### src/design/svc_ptc_pkg.sv
// Package with the transaction types, codes and character tables of the SvcParams checker.
`default_nettype none
package svc_ptc_pkg;

   typedef struct packed {
      logic [7:0] data_byte;
      logic       byte_present;
      logic       last_byte;
   } req_item_type;

   typedef struct packed {
      logic [1:0]  status;
      logic [3:0]  transports;
      logic [15:0] port;
      logic        dohpath_present;
   } rsp_item_type;

   typedef enum logic [2:0] {
      PH_KEY_HI,
      PH_KEY_LO,
      PH_LEN_HI,
      PH_LEN_LO,
      PH_VALUE
   } phase_type;

   typedef enum logic [1:0] {
      VERDICT_PARSING,
      VERDICT_UNUSABLE,
      VERDICT_MALFORMED
   } verdict_type;

   localparam logic [1:0] STATUS_USABLE    = 2'd0;
   localparam logic [1:0] STATUS_UNUSABLE  = 2'd1;
   localparam logic [1:0] STATUS_MALFORMED = 2'd2;

   localparam logic [15:0] KEY_ALPN     = 16'd1;
   localparam logic [15:0] KEY_PORT     = 16'd3;
   localparam logic [15:0] KEY_IPV4HINT = 16'd4;
   localparam logic [15:0] KEY_IPV6HINT = 16'd6;
   localparam logic [15:0] KEY_DOHPATH  = 16'd7;

   localparam logic [3:0] TP_DOT = 4'b0001;
   localparam logic [3:0] TP_H2  = 4'b0010;
   localparam logic [3:0] TP_H3  = 4'b0100;
   localparam logic [3:0] TP_DOQ = 4'b1000;

   localparam logic [23:0] ALPN_DOT = 24'h646F74;
   localparam logic [23:0] ALPN_H2  = 24'h006832;
   localparam logic [23:0] ALPN_H3  = 24'h006833;
   localparam logic [23:0] ALPN_DOQ = 24'h646F71;

   // Maps a finished ALPN identifier to the transport bit it names.
   function automatic logic [3:0] classify_alpn(input logic [7:0] id_len,
                                                input logic [23:0] id_bytes);
      logic [3:0] bits;
      bits = 4'b0000;
      if (id_len == 8'd3 && id_bytes == ALPN_DOT) bits = bits | TP_DOT;
      if (id_len == 8'd2 && id_bytes == ALPN_H2)  bits = bits | TP_H2;
      if (id_len == 8'd2 && id_bytes == ALPN_H3)  bits = bits | TP_H3;
      if (id_len == 8'd3 && id_bytes == ALPN_DOQ) bits = bits | TP_DOQ;
      return bits;
   endfunction

   // URI characters (unreserved, reserved) plus the template braces.
   function automatic logic uri_char_ok(input logic [7:0] c);
      logic ok;
      ok = 1'b0;
      if (c >= 8'h61 && c <= 8'h7A) ok = 1'b1;
      if (c >= 8'h41 && c <= 8'h5A) ok = 1'b1;
      if (c >= 8'h30 && c <= 8'h39) ok = 1'b1;
      case (c)
         8'h2D, 8'h2E, 8'h5F, 8'h7E,
         8'h3A, 8'h2F, 8'h3F, 8'h23, 8'h5B, 8'h5D, 8'h40,
         8'h21, 8'h24, 8'h26, 8'h27, 8'h28, 8'h29,
         8'h2A, 8'h2B, 8'h2C, 8'h3B, 8'h3D,
         8'h7B, 8'h7D: ok = 1'b1;
         default: ;
      endcase
      return ok;
   endfunction

endpackage
`default_nettype wire

### src/design/svc_ptc_parser.sv
// Byte-wise SvcParams parser state and the end-of-option verdict.
`default_nettype none
module svc_ptc_parser (
   input  wire logic                      clock,
   input  wire logic                      reset,
   input  wire logic                      fire,
   input  wire svc_ptc_pkg::req_item_type item,
   output logic                           rsp_load,
   output svc_ptc_pkg::rsp_item_type      rsp_item
);

   svc_ptc_pkg::phase_type   phase_ff,     phase_in;
   svc_ptc_pkg::verdict_type verdict_ff,   verdict_in;
   logic [15:0]              cur_key_ff,   cur_key_in;
   logic [15:0]              prev_key_ff,  prev_key_in;
   logic [15:0]              val_rem_ff,   val_rem_in;
   logic [7:0]               id_rem_ff,    id_rem_in;
   logic [23:0]              id_bytes_ff,  id_bytes_in;
   logic [7:0]               id_len_ff,    id_len_in;
   logic [3:0]               tp_ff,        tp_in;
   logic [15:0]              port_ff,      port_in;
   logic                     alpn_seen_ff, alpn_seen_in;
   logic                     path_seen_ff, path_seen_in;

   logic [7:0]  b;
   logic [15:0] key_full;
   logic [15:0] len_full;
   logic [15:0] val_dec;
   logic [7:0]  id_dec;
   logic [1:0]  status;

   assign b        = item.data_byte;
   assign key_full = cur_key_ff | {8'd0, b};
   assign len_full = val_rem_ff | {8'd0, b};
   assign val_dec  = val_rem_ff - 16'd1;
   assign id_dec   = id_rem_ff - 8'd1;

   always_comb begin
      phase_in     = phase_ff;
      verdict_in   = verdict_ff;
      cur_key_in   = cur_key_ff;
      prev_key_in  = prev_key_ff;
      val_rem_in   = val_rem_ff;
      id_rem_in    = id_rem_ff;
      id_bytes_in  = id_bytes_ff;
      id_len_in    = id_len_ff;
      tp_in        = tp_ff;
      port_in      = port_ff;
      alpn_seen_in = alpn_seen_ff;
      path_seen_in = path_seen_ff;
      rsp_load     = 1'b0;
      rsp_item     = '0;
      status       = svc_ptc_pkg::STATUS_USABLE;

      if (fire && item.byte_present && verdict_ff == svc_ptc_pkg::VERDICT_PARSING) begin
         case (phase_ff)
            svc_ptc_pkg::PH_KEY_LO: begin
               cur_key_in = key_full;
               if (key_full <= prev_key_ff) begin
                  verdict_in = svc_ptc_pkg::VERDICT_MALFORMED;
               end else begin
                  prev_key_in = key_full;
                  phase_in    = svc_ptc_pkg::PH_LEN_HI;
               end
            end
            svc_ptc_pkg::PH_LEN_HI: begin
               val_rem_in = {b, 8'd0};
               phase_in   = svc_ptc_pkg::PH_LEN_LO;
            end
            svc_ptc_pkg::PH_LEN_LO: begin
               val_rem_in = len_full;
               phase_in   = (len_full != 16'd0) ? svc_ptc_pkg::PH_VALUE
                                                : svc_ptc_pkg::PH_KEY_HI;
               if (cur_key_ff == svc_ptc_pkg::KEY_ALPN) begin
                  if (len_full == 16'd0) begin
                     verdict_in = svc_ptc_pkg::VERDICT_UNUSABLE;
                     phase_in   = phase_ff;
                  end else begin
                     alpn_seen_in = 1'b1;
                     id_rem_in    = 8'd0;
                  end
               end else if (cur_key_ff == svc_ptc_pkg::KEY_PORT) begin
                  if (len_full != 16'd2) begin
                     verdict_in = svc_ptc_pkg::VERDICT_MALFORMED;
                     phase_in   = phase_ff;
                  end
               end else if (cur_key_ff == svc_ptc_pkg::KEY_IPV4HINT ||
                            cur_key_ff == svc_ptc_pkg::KEY_IPV6HINT) begin
                  verdict_in = svc_ptc_pkg::VERDICT_MALFORMED;
                  phase_in   = phase_ff;
               end else if (cur_key_ff == svc_ptc_pkg::KEY_DOHPATH) begin
                  path_seen_in = 1'b1;
               end
            end
            svc_ptc_pkg::PH_VALUE: begin
               val_rem_in = val_dec;
               if (val_dec == 16'd0) begin
                  phase_in = svc_ptc_pkg::PH_KEY_HI;
               end
               if (cur_key_ff == svc_ptc_pkg::KEY_ALPN) begin
                  if (id_rem_ff == 8'd0) begin
                     // A new identifier must fit in what is left of the value.
                     if ({8'd0, b} > val_dec) begin
                        verdict_in = svc_ptc_pkg::VERDICT_MALFORMED;
                        val_rem_in = val_rem_ff;
                        phase_in   = phase_ff;
                     end else begin
                        id_len_in   = b;
                        id_bytes_in = 24'd0;
                        id_rem_in   = b;
                     end
                  end else begin
                     if ((id_len_ff - id_rem_ff) < 8'd3) begin
                        id_bytes_in = {id_bytes_ff[15:0], b};
                     end
                     id_rem_in = id_dec;
                     if (id_dec == 8'd0) begin
                        tp_in = tp_ff | svc_ptc_pkg::classify_alpn(id_len_ff, id_bytes_in);
                     end
                  end
               end else if (cur_key_ff == svc_ptc_pkg::KEY_PORT) begin
                  port_in = {port_ff[7:0], b};
                  if (val_dec == 16'd0 && {port_ff[7:0], b} == 16'd0) begin
                     verdict_in = svc_ptc_pkg::VERDICT_MALFORMED;
                     phase_in   = phase_ff;
                  end
               end else if (cur_key_ff == svc_ptc_pkg::KEY_DOHPATH) begin
                  if (!svc_ptc_pkg::uri_char_ok(b)) begin
                     verdict_in = svc_ptc_pkg::VERDICT_MALFORMED;
                     val_rem_in = val_rem_ff;
                     phase_in   = phase_ff;
                  end
               end
            end
            default: begin
               cur_key_in = {b, 8'd0};
               phase_in   = svc_ptc_pkg::PH_KEY_LO;
            end
         endcase
      end

      if (fire && item.last_byte) begin
         case (verdict_in)
            svc_ptc_pkg::VERDICT_UNUSABLE:  status = svc_ptc_pkg::STATUS_UNUSABLE;
            svc_ptc_pkg::VERDICT_MALFORMED: status = svc_ptc_pkg::STATUS_MALFORMED;
            default: begin
               if (phase_in != svc_ptc_pkg::PH_KEY_HI || !alpn_seen_in) begin
                  status = svc_ptc_pkg::STATUS_MALFORMED;
               end else if (!path_seen_in && (tp_in & (svc_ptc_pkg::TP_H2 |
                                                      svc_ptc_pkg::TP_H3)) != 4'd0) begin
                  status = svc_ptc_pkg::STATUS_MALFORMED;
               end else if (tp_in == 4'd0) begin
                  status = svc_ptc_pkg::STATUS_UNUSABLE;
               end else begin
                  status = svc_ptc_pkg::STATUS_USABLE;
               end
            end
         endcase
         rsp_load                 = 1'b1;
         rsp_item.status          = status;
         if (status == svc_ptc_pkg::STATUS_USABLE) begin
            rsp_item.transports      = tp_in;
            rsp_item.port            = port_in;
            rsp_item.dohpath_present = path_seen_in;
         end
         // Every option starts from a clean parser.
         phase_in     = svc_ptc_pkg::PH_KEY_HI;
         verdict_in   = svc_ptc_pkg::VERDICT_PARSING;
         cur_key_in   = 16'd0;
         prev_key_in  = 16'd0;
         val_rem_in   = 16'd0;
         id_rem_in    = 8'd0;
         id_bytes_in  = 24'd0;
         id_len_in    = 8'd0;
         tp_in        = 4'd0;
         port_in      = 16'd0;
         alpn_seen_in = 1'b0;
         path_seen_in = 1'b0;
      end
   end

   always_ff @(posedge clock) begin
      if (reset) begin
         phase_ff     <= svc_ptc_pkg::PH_KEY_HI;
         verdict_ff   <= svc_ptc_pkg::VERDICT_PARSING;
         cur_key_ff   <= 16'd0;
         prev_key_ff  <= 16'd0;
         val_rem_ff   <= 16'd0;
         id_rem_ff    <= 8'd0;
         id_bytes_ff  <= 24'd0;
         id_len_ff    <= 8'd0;
         tp_ff        <= 4'd0;
         port_ff      <= 16'd0;
         alpn_seen_ff <= 1'b0;
         path_seen_ff <= 1'b0;
      end else begin
         phase_ff     <= phase_in;
         verdict_ff   <= verdict_in;
         cur_key_ff   <= cur_key_in;
         prev_key_ff  <= prev_key_in;
         val_rem_ff   <= val_rem_in;
         id_rem_ff    <= id_rem_in;
         id_bytes_ff  <= id_bytes_in;
         id_len_ff    <= id_len_in;
         tp_ff        <= tp_in;
         port_ff      <= port_in;
         alpn_seen_ff <= alpn_seen_in;
         path_seen_ff <= path_seen_in;
      end
   end

endmodule
`default_nettype wire

### src/design/svc_ptc_out_reg.sv
// Result register that holds a verdict transaction until the consumer takes it.
`default_nettype none
module svc_ptc_out_reg (
   input  wire logic                      clock,
   input  wire logic                      reset,
   input  wire logic                      load,
   input  wire svc_ptc_pkg::rsp_item_type load_item,
   output logic                           free,
   output logic                           rsp_valid,
   input  wire logic                      rsp_stall,
   output svc_ptc_pkg::rsp_item_type      rsp_data
);

   logic                      valid_ff, valid_in;
   svc_ptc_pkg::rsp_item_type data_ff;

   // The register can take a new result when empty or when its content leaves now.
   assign free     = !valid_ff || !rsp_stall;
   assign valid_in = load || (valid_ff && rsp_stall);

   always_ff @(posedge clock) begin
      if (reset) begin
         valid_ff <= 1'b0;
      end else begin
         valid_ff <= valid_in;
      end
   end

   always_ff @(posedge clock) begin
      if (load) begin
         data_ff <= load_item;
      end
   end

   assign rsp_valid = valid_ff;
   assign rsp_data  = data_ff;

endmodule
`default_nettype wire

### src/design/svc_param_tlv_checker_unit.sv
// Top level of the DNS SvcParams option checker.
//
//   Channel   Ports                                  Direction  Contents
//   request   req_valid, req_stall, req_data         in         one option byte and flags
//   response  rsp_valid, rsp_stall, rsp_data         out        status, transports, port, dohpath
//
// One byte transaction is taken per cycle while the input register is not stalled; the
// throughput limit is the single parser state update, which is made for every byte.
// A byte waits in the input register until the parser takes it, and the verdict of an option
// appears at the response port on the cycle after its last byte leaves that register.
// Reset is synchronous and active high; it clears the parser and both valid bits.
// A stalled response only holds up the input register when it carries the last byte
// of an option, so bytes inside an option keep flowing while a verdict waits.
`default_nettype none
module svc_param_tlv_checker_unit (
   input  wire logic                      clock,
   input  wire logic                      reset,
   input  wire logic                      req_valid,
   output logic                           req_stall,
   input  wire svc_ptc_pkg::req_item_type req_data,
   output logic                           rsp_valid,
   input  wire logic                      rsp_stall,
   output svc_ptc_pkg::rsp_item_type      rsp_data
);

   logic                      in_valid_ff, in_valid_in;
   svc_ptc_pkg::req_item_type in_item_ff;
   logic                      in_go;
   logic                      req_take;
   logic                      out_free;
   logic                      res_load;
   svc_ptc_pkg::rsp_item_type res_item;

   // The held transaction moves into the parser unless it ends an option and the
   // result register has no room for the verdict.
   assign in_go     = in_valid_ff && (!in_item_ff.last_byte || out_free);
   assign req_stall = in_valid_ff && !in_go;
   assign req_take  = req_valid && !req_stall;
   assign in_valid_in = req_take || (in_valid_ff && !in_go);

   always_ff @(posedge clock) begin
      if (reset) begin
         in_valid_ff <= 1'b0;
      end else begin
         in_valid_ff <= in_valid_in;
      end
   end

   always_ff @(posedge clock) begin
      if (req_take) begin
         in_item_ff <= req_data;
      end
   end

   svc_ptc_parser u_parser (
      .clock    (clock),
      .reset    (reset),
      .fire     (in_go),
      .item     (in_item_ff),
      .rsp_load (res_load),
      .rsp_item (res_item)
   );

   svc_ptc_out_reg u_out_reg (
      .clock     (clock),
      .reset     (reset),
      .load      (res_load),
      .load_item (res_item),
      .free      (out_free),
      .rsp_valid (rsp_valid),
      .rsp_stall (rsp_stall),
      .rsp_data  (rsp_data)
   );

endmodule
`default_nettype wire

### config.mk
export PLATFORM = sky130hd
export DESIGN_NAME = svc_param_tlv_checker_unit
export DESIGN_NICKNAME = d
export VERILOG_FILES = /design/src/design/svc_ptc_pkg.sv /design/src/design/svc_ptc_parser.sv /design/src/design/svc_ptc_out_reg.sv /design/src/design/svc_param_tlv_checker_unit.sv
export SDC_FILE = /design/constraint.sdc
export NUM_CORES = 1
export LEC_CHECK = 0
export ABC_AREA = 0
export CAP_MARGIN = 20
export CELL_PAD_IN_SITES_DETAIL_PLACEMENT = 1
export CELL_PAD_IN_SITES_GLOBAL_PLACEMENT = 1
export CORE_MARGIN = 4
export CORE_UTILIZATION = 53
export DETAILED_ROUTE_END_ITERATION = 7
export DONT_BUFFER_PORTS = 1
export GPL_TIMING_DRIVEN = 0
export PLACE_DENSITY_LB_ADDON = 0.1
export SYNTH_ARGS = -nofsm -noshare
export SYNTH_HDL_FRONTEND = slang
export SYNTH_HIERARCHICAL = 1
export SYNTH_SLANG_ARGS = --single-unit
export TNS_END_PERCENT = 30
### constraint.sdc
create_clock -name clock -period 9.1 [get_ports clock]
set_input_delay 1.82 -clock clock [delete_from_list [all_inputs] [get_ports clock]]
set_output_delay 1.82 -clock clock [all_outputs]
set_load 0.005 [all_outputs]
== Word-level counts from Yosys, hierarchy flattened ==
Index checks and enable logic that the tools add are counted.
Widths: inputs -> output; s select.
Storage, ports and cells
  bits in registers: 150
  output and inout bits: 25
  logic and storage cells: 236
  input bits: 14
Cells by class
  reductions and logical operators: 52
  multiplexer cells: 96
  bitwise operators: 6
  $lt $le $gt $ge: 9
  add/sub/neg operators: 3
  eq/ne operators: 49
Operators by type and width (number)
  $mux 24: 7
  $mux 16: 10
  $eq 8x6->1 const B: 17
  $eq 8x7->1 const B: 7
  $mux 3: 17
  $eq 16x3->1 const B: 3
  $eq 24x15->1 const B: 2
  $eq 24x23->1 const B: 2
  $logic_not 16->1: 3
  $pmux 16 s3: 1
  $mux 4: 11
  $mux 8: 5
  $mux 2: 18
  $or 16x8->16: 2
  $pmux 16 s2: 1
  $reduce_or 24->1: 1
  $mux 1: 22
  $eq 16x1->1 const B: 1
  $eq 16x2->1 const B: 1
  $eq 8x2->1 const B: 2
  $ge 8x7->1 const B: 2
  $gt 8x16->1: 1
  $le 16x16->1: 1
  $le 8x7->1 const B: 2
  other kinds (40): 76

== Depth between registers and ports, before layout ==
  depth in word-level cells: 32
  mapped depth: 23
  depth with buffers taken out: 20

== Modules after synthesis ==
The synthesis kept the hierarchy.
Modules (own cells, without submodules)
  svc_ptc_parser: cells an instance 924, area an instance 7403.4 µm², times used 1, seq. area each 2302.2 µm²
  svc_ptc_out_reg: cells an instance 27, area an instance 723.2 µm², times used 1, seq. area each 710.7 µm²
  svc_param_tlv_checker_unit: cells an instance 18, area an instance 370.4 µm², times used 1, seq. area each 320.3 µm²

== Worst setup path after synthesis ==
No wires, ideal clock.
  path type: reg2reg
  start point: register u_parser.val_rem_ff[0]
  end point: register u_out_reg.data_ff, in the netlist u_out_reg/rsp_data[8], data pin
  clock period less this slack: 4736 ps
  library setup time: 261 ps
  buffers on the path: 3
  cell stages (with the launch flop): 23
  slack: 4364 ps
  data required time: 8839 ps
  data arrival time: 4475 ps
  path through: dfxtp_1 inv_1 ha_1 or3b_1 clkbuf_1 or3_1 xnor2_1 inv_1 ha_1 o21ai_0 o21bai_1 o21a_1 a41oi_1 a31oi_1 a211oi_1 nor2_1 ha_1 o21ai_0 nor4bb_1 and4b_1 buf_6 buf_8 nor4b_2
On the way
  cells in the longest elaborated chain, start to end: 16
  elaborated cells on any way between the ends: 49
  those cells by class: add/sub: 1; order compare: 1; eq/ne: 3; mux: 34; bitwise: 1; reduce/logical: 9
RTL lines
  from (decl): RTL line svc_ptc_parser.sv:16  | logic [15:0] val_rem_ff, val_rem_in;
  from (signal assigned): RTL line svc_ptc_parser.sv:201  | val_rem_ff <= val_rem_in;
  parallel branches: the longest is 12 deep, another holds $sub 16x1->16
  $pmux 2 s2 (*): RTL line svc_ptc_parser.sv:143  | case (verdict_in)
  $mux 2 (*): RTL line svc_ptc_parser.sv:142  | if (fire && item.last_byte) begin
  $logic_not 2->1 (*): RTL line svc_ptc_parser.sv:161  | if (status == svc_ptc_pkg::STATUS_USABLE) begin
  $reduce_and 2->1 (no source line) (*)
  to (signal assigned): RTL line svc_ptc_out_reg.sv:31  | data_ff <= load_item;
  to (decl): RTL line svc_ptc_out_reg.sv:15  | svc_ptc_pkg::rsp_item_type data_ff;
Mark *: on every way between the ends. The select of a mux whose other input is x is not followed.
A chain may end at the register's enable or synchronous reset.

== Final worst setup path ==
  start point: register u_parser.val_rem_ff[0]
  end point: register u_out_reg.data_ff, in the netlist u_out_reg/rsp_data[11], data pin
The elaborated chain is that of the path after synthesis.

==> results by stage <==
Synth:
- After synthesis, the cell types taking the most area are sky130_fd_sc_hd__dfxtp_1 28%, sky130_fd_sc_hd__edfxtp_1 12%, sky130_fd_sc_hd__nor2_1 6.4%.
- After synthesis, flip-flops and latches occupy 39.2% of the total area.
- The top cell type's share of synthesized area is 27.6%.
- Yosys printed 6 warnings.
- The number of distinct library cells after synthesis is 78.
- The flip-flop and latch count after synthesis is 150.
- A synthesized cell averages 8.77 um2.
- Of all flip-flops after synthesis, the portion carrying an async set or reset was 0%.
- The most used flip-flop cell after synthesis is sky130_fd_sc_hd__dfxtp_1.
- The largest total area in the synthesized netlist belongs to sky130_fd_sc_hd__dfxtp_1.
- The number of synthesized flops with an enable pin is 33.
- When the netlist entered floorplanning its net count stood at 1022.
- The synthesized netlist occupies a cell area of 0.00850 mm2.
- The commonest cells after synthesis are 145 x sky130_fd_sc_hd__nor2_1, 117 x sky130_fd_sc_hd__dfxtp_1, 65 x sky130_fd_sc_hd__nand2_1.
- The most common cell in the synthesized netlist is sky130_fd_sc_hd__nor2_1.
- In the synthesized netlist, the number of instances is 969.

STA:
- The final number of hold-violating endpoints came to 0.
- The final count of negative-setup-slack endpoints is 0.
- The time the final worst path needs with I/O delays and setup is 6.24 ns.
- The final hold slack is 0.459 ns.
- The count of pins over their slew limit is 0.
- The clock arrives with 0.0118 ns of skew.
- The actual slew at the worst max-slew pin is 1.07 ns.
- Setup total negative slack on the finished layout was measured at 0 ns.
- Dividing the final minimum period by the clock period gives 68.6%.
- The normalized max-slew margin is 28.0%.
- Setup repair after global routing left no endpoint under its margin.
- The fmax is 0.160 GHz.

Clock network:
- Buffers inserted to repair hold after CTS numbered 0.
- The clock sink count is 150.
- The CTS buffer count is 17.
- TritonCTS built the clock tree.
- The number of buffers inserted by post-CTS setup repair is 0.
- The clock root buffer is sky130_fd_sc_hd__clkbuf_16.
- The H-tree was split into 4 levels.
- The worst-case clock buffer depth is 2.
- Clock-pin slew was measured on the worst setup and hold paths at 0.07 ns.
- The clock insertion delay at the later pin of the skew report is 0.43 ns.
- The post-cts repair resize count is 0.

Hold path:
- The hold path startpoint is u_parser/prev_key_ff[12].
- The worst hold path terminates at u_parser/prev_key_ff[12].
- The min-delay analysis places its worst path in the category flop to flop.
- The number of cells traversed by the worst hold path is 2.

Drt:
- In the final routed layout, each cell accounts on average for 22.5 um.
- The average vias per placed instance is 6.45.
- The detailed-route wire length is 27500 um.
- After the first detailed-routing iteration, the DRC count stood at 591.
- The first-pass detailed-route iteration total is 5.
- The count of nets left with antenna violations once routing finished came out at 0.
- The overall via count from detail_route is 7856.
- For this run, design rule violations remaining after detail routing come to 0.

Worst setup path:
- STA classifies the critical path endpoint as a flop.
- Data arrives at the worst endpoint at 6.47 ns.
- The worst register-to-register path has a depth of 21.
- The launch instance of the worst register-to-register path is u_parser/val_rem_ff[0].
- The critical path in this run is classified as flop to flop.
- In this run the register-to-register setup slack is 2.86 ns.
- The timing startpoint of the critical path is u_parser/val_rem_ff[0].
- The worst register-to-register path ends at u_out_reg/rsp_data[11].
- STA classifies the critical path startpoint as a flop.
- The required time of the critical path is 9.32 ns.
- The maximum fanout encountered on the critical timing path is 10.

Global route:
- The overall routing resource usage is 30.6%.
- The initial antenna violation count is 0.
- Entering global routing, the biggest net connects 28 pins.
- The total overflow left after global routing is 0.
- The number of global-route vias before repair is 7793.
- The first-pass GRT wire length is 43400 um.

Die:
- Pin placement for this block handled 39 I/O pins.
- In this run the standard cell core region covers 0.0158 mm2.
- The x dimension of the die is 135 um.
- The die covers 0.0181 mm2.
- The floorplan has 46 rows.
- Once the floorplan was initialized, standard cells occupied 53.9% of the core.
- The die is 135 um tall.

Pwr:
- Across the VDD grid, the largest voltage drop is 0.133 mV.
- After layout, the design draws a total of 1.50 mW.
- The power density over the cells is 160 mW/mm2.
- The analysis attributes to cell leakage a power of 3.11 nW.

Layout:
- The filler cells instantiated in the layout total 1896.
- The layout-stage area growth over the synthesis result is 10.1%.
- The area used by multi-input combinational logic is 0.00473 mm2.
- In the final layout, the share of cells above drive strength 1 is 7.98%.
- The sequential cells in the finished layout cover a total of 0.00333 mm2.
- The final layout contains 1042 nets.
- The number of antenna diodes in the final layout is 0.

Outcome:
- The run finished with clean final reports.

Place:
- The congestion estimate from routability-driven global placement came to 0.906.
- Port buffering added 0 buffers.
- The detailed placer's ending HPWL is 19000 um.

Flow run:
- Across the run, the number of max-cap violations was 0.
## cell usage in the layout (no fill, tap or decap), types with 5 or more instances in the layout
master	synthesis	routed
sky130_fd_sc_hd__mux2i_1	35	35
sky130_fd_sc_hd__nor4b_1	11	11
sky130_fd_sc_hd__nand4_1	19	19
sky130_fd_sc_hd__o21ai_0	30	30
sky130_fd_sc_hd__o31ai_1	8	8
sky130_fd_sc_hd__a21oi_1	64	64
sky130_fd_sc_hd__and2_1	5	5
sky130_fd_sc_hd__a211oi_1	12	12
sky130_fd_sc_hd__or2_2	7	7
sky130_fd_sc_hd__a22oi_1	24	24
sky130_fd_sc_hd__buf_4	4	5
sky130_fd_sc_hd__nand2b_1	9	9
sky130_fd_sc_hd__nor3b_1	6	6
sky130_fd_sc_hd__nor3_1	19	19
sky130_fd_sc_hd__edfxtp_1	33	33
sky130_fd_sc_hd__nand3_1	24	24
sky130_fd_sc_hd__a221oi_1	8	8
sky130_fd_sc_hd__ha_1	38	38
sky130_fd_sc_hd__nor2b_1	11	11
sky130_fd_sc_hd__o211ai_1	10	10
sky130_fd_sc_hd__inv_1	47	47
sky130_fd_sc_hd__clkbuf_1	51	52
sky130_fd_sc_hd__nand2_1	65	65
sky130_fd_sc_hd__nor4b_2	16	16
sky130_fd_sc_hd__a31oi_1	10	10
sky130_fd_sc_hd__xnor2_1	13	13
sky130_fd_sc_hd__nor2_1	145	145
sky130_fd_sc_hd__or4_1	11	11
sky130_fd_sc_hd__dfxtp_1	117	117
sky130_fd_sc_hd__clkbuf_16	0	17
sky130_fd_sc_hd__nor4_1	19	19
## power by group
part           switching (mW)  internal (mW)
Sequential            0.00773          0.687
Combinational          0.0682         0.0263
Clock                   0.315          0.392
Total                   0.391           1.11
## kinds of logic after synthesis
kind of cell    count (synthesis)  share of synthesized area [%]
fa+ha+maj                      39                           5.83
compound gates                220                           17.5
flops                         150                           39.2
buf+inv                       107                           5.15
mux                            37                           4.39
xor+xnor                       17                           1.75
simple gates                  399                           26.1
## routing by layer
metal  GRT usage [%]  up-vias  routed length [um]  share of wire, %
met5               0        -                   0                 0
met4            11.2        0                 842               3.1
met3            6.37       70                1720               6.3
met2            50.0      274               13000                47
met1            40.1     3904               11900                43
li1                -     3608                   -                 -
## how the worst max path moves through the flow
stage                             end  cells past startpoint
2_1_floorplan   u_out_reg/rsp_data[8]                     22
3_5_place_dp   u_out_reg/rsp_data[11]                     21
3_3_place_gp   u_out_reg/rsp_data[10]                     21
5_1_grt         u_out_reg/rsp_data[5]                     21
6_report       u_out_reg/rsp_data[11]                     21
4_1_cts        u_out_reg/rsp_data[11]                     21
## worst max-delay path, cell delays in order (launching register included)
cell	delay [ns]
sky130_fd_sc_hd__dfxtp_1	0.38
sky130_fd_sc_hd__inv_1	0.14
sky130_fd_sc_hd__ha_1	0.32
sky130_fd_sc_hd__or3b_1	0.37
sky130_fd_sc_hd__clkbuf_1	0.24
sky130_fd_sc_hd__or3_1	0.40
sky130_fd_sc_hd__xnor2_1	0.30
sky130_fd_sc_hd__inv_1	0.12
sky130_fd_sc_hd__ha_1	0.31
sky130_fd_sc_hd__o21ai_0	0.19
sky130_fd_sc_hd__o21bai_1	0.16
sky130_fd_sc_hd__o21a_1	0.24
sky130_fd_sc_hd__a41oi_1	0.20
sky130_fd_sc_hd__a31oi_1	0.07
sky130_fd_sc_hd__a211oi_1	0.44
sky130_fd_sc_hd__nor2_1	0.09
sky130_fd_sc_hd__ha_1	0.33
sky130_fd_sc_hd__o21ai_0	0.14
sky130_fd_sc_hd__nor4bb_1	0.60
sky130_fd_sc_hd__a41oi_2	0.35
sky130_fd_sc_hd__buf_4	0.29
sky130_fd_sc_hd__nor4b_2	0.36
## cell type report
cell class | count | area share [%]
multi-input cells | 712 | 50.5
inverters | 48 | 1.93
flip-flops and latches | 150 | 35.6
clock buffers | 19 | 4.73
clock inverters | 13 | 1.50
plain buffers | 59 | 2.75
well taps | 216 | 2.89
repair buffers | 1 | 0.0802
## per-stage QoR
step           cell area (um2)  setup slack [ns]  util, %  std cells
2_1_floorplan             8500              4.36        -        969
3_3_place_gp              8770              3.21     55.6       1185
3_5_place_dp              8770              3.01     55.6       1185
4_1_cts                   9350              2.92     59.3       1217
5_1_grt                   9360              2.63     59.3       1218
6_report                  9360              2.86     59.3       1218
## sequential cells by signal (all words and copies together) (netlist names)
register and count:
u_parser/val_rem_ff 16, u_parser/cur_key_ff 16, u_parser/id_len_ff 8, u_parser/id_rem_ff 8, u_parser/phase_ff 3, u_parser/port_ff 16, u_parser/alpn_seen_ff 1, u_parser/path_seen_ff 1
in_valid_ff 1, u_out_reg/rsp_valid 1, u_out_reg/rsp_data 23, u_parser/prev_key_ff 16, u_parser/tp_ff 4, u_parser/id_bytes_ff 24, in_item_ff 10, u_parser/verdict_ff 2
Note: power is estimated with default switching activity, not from simulation.
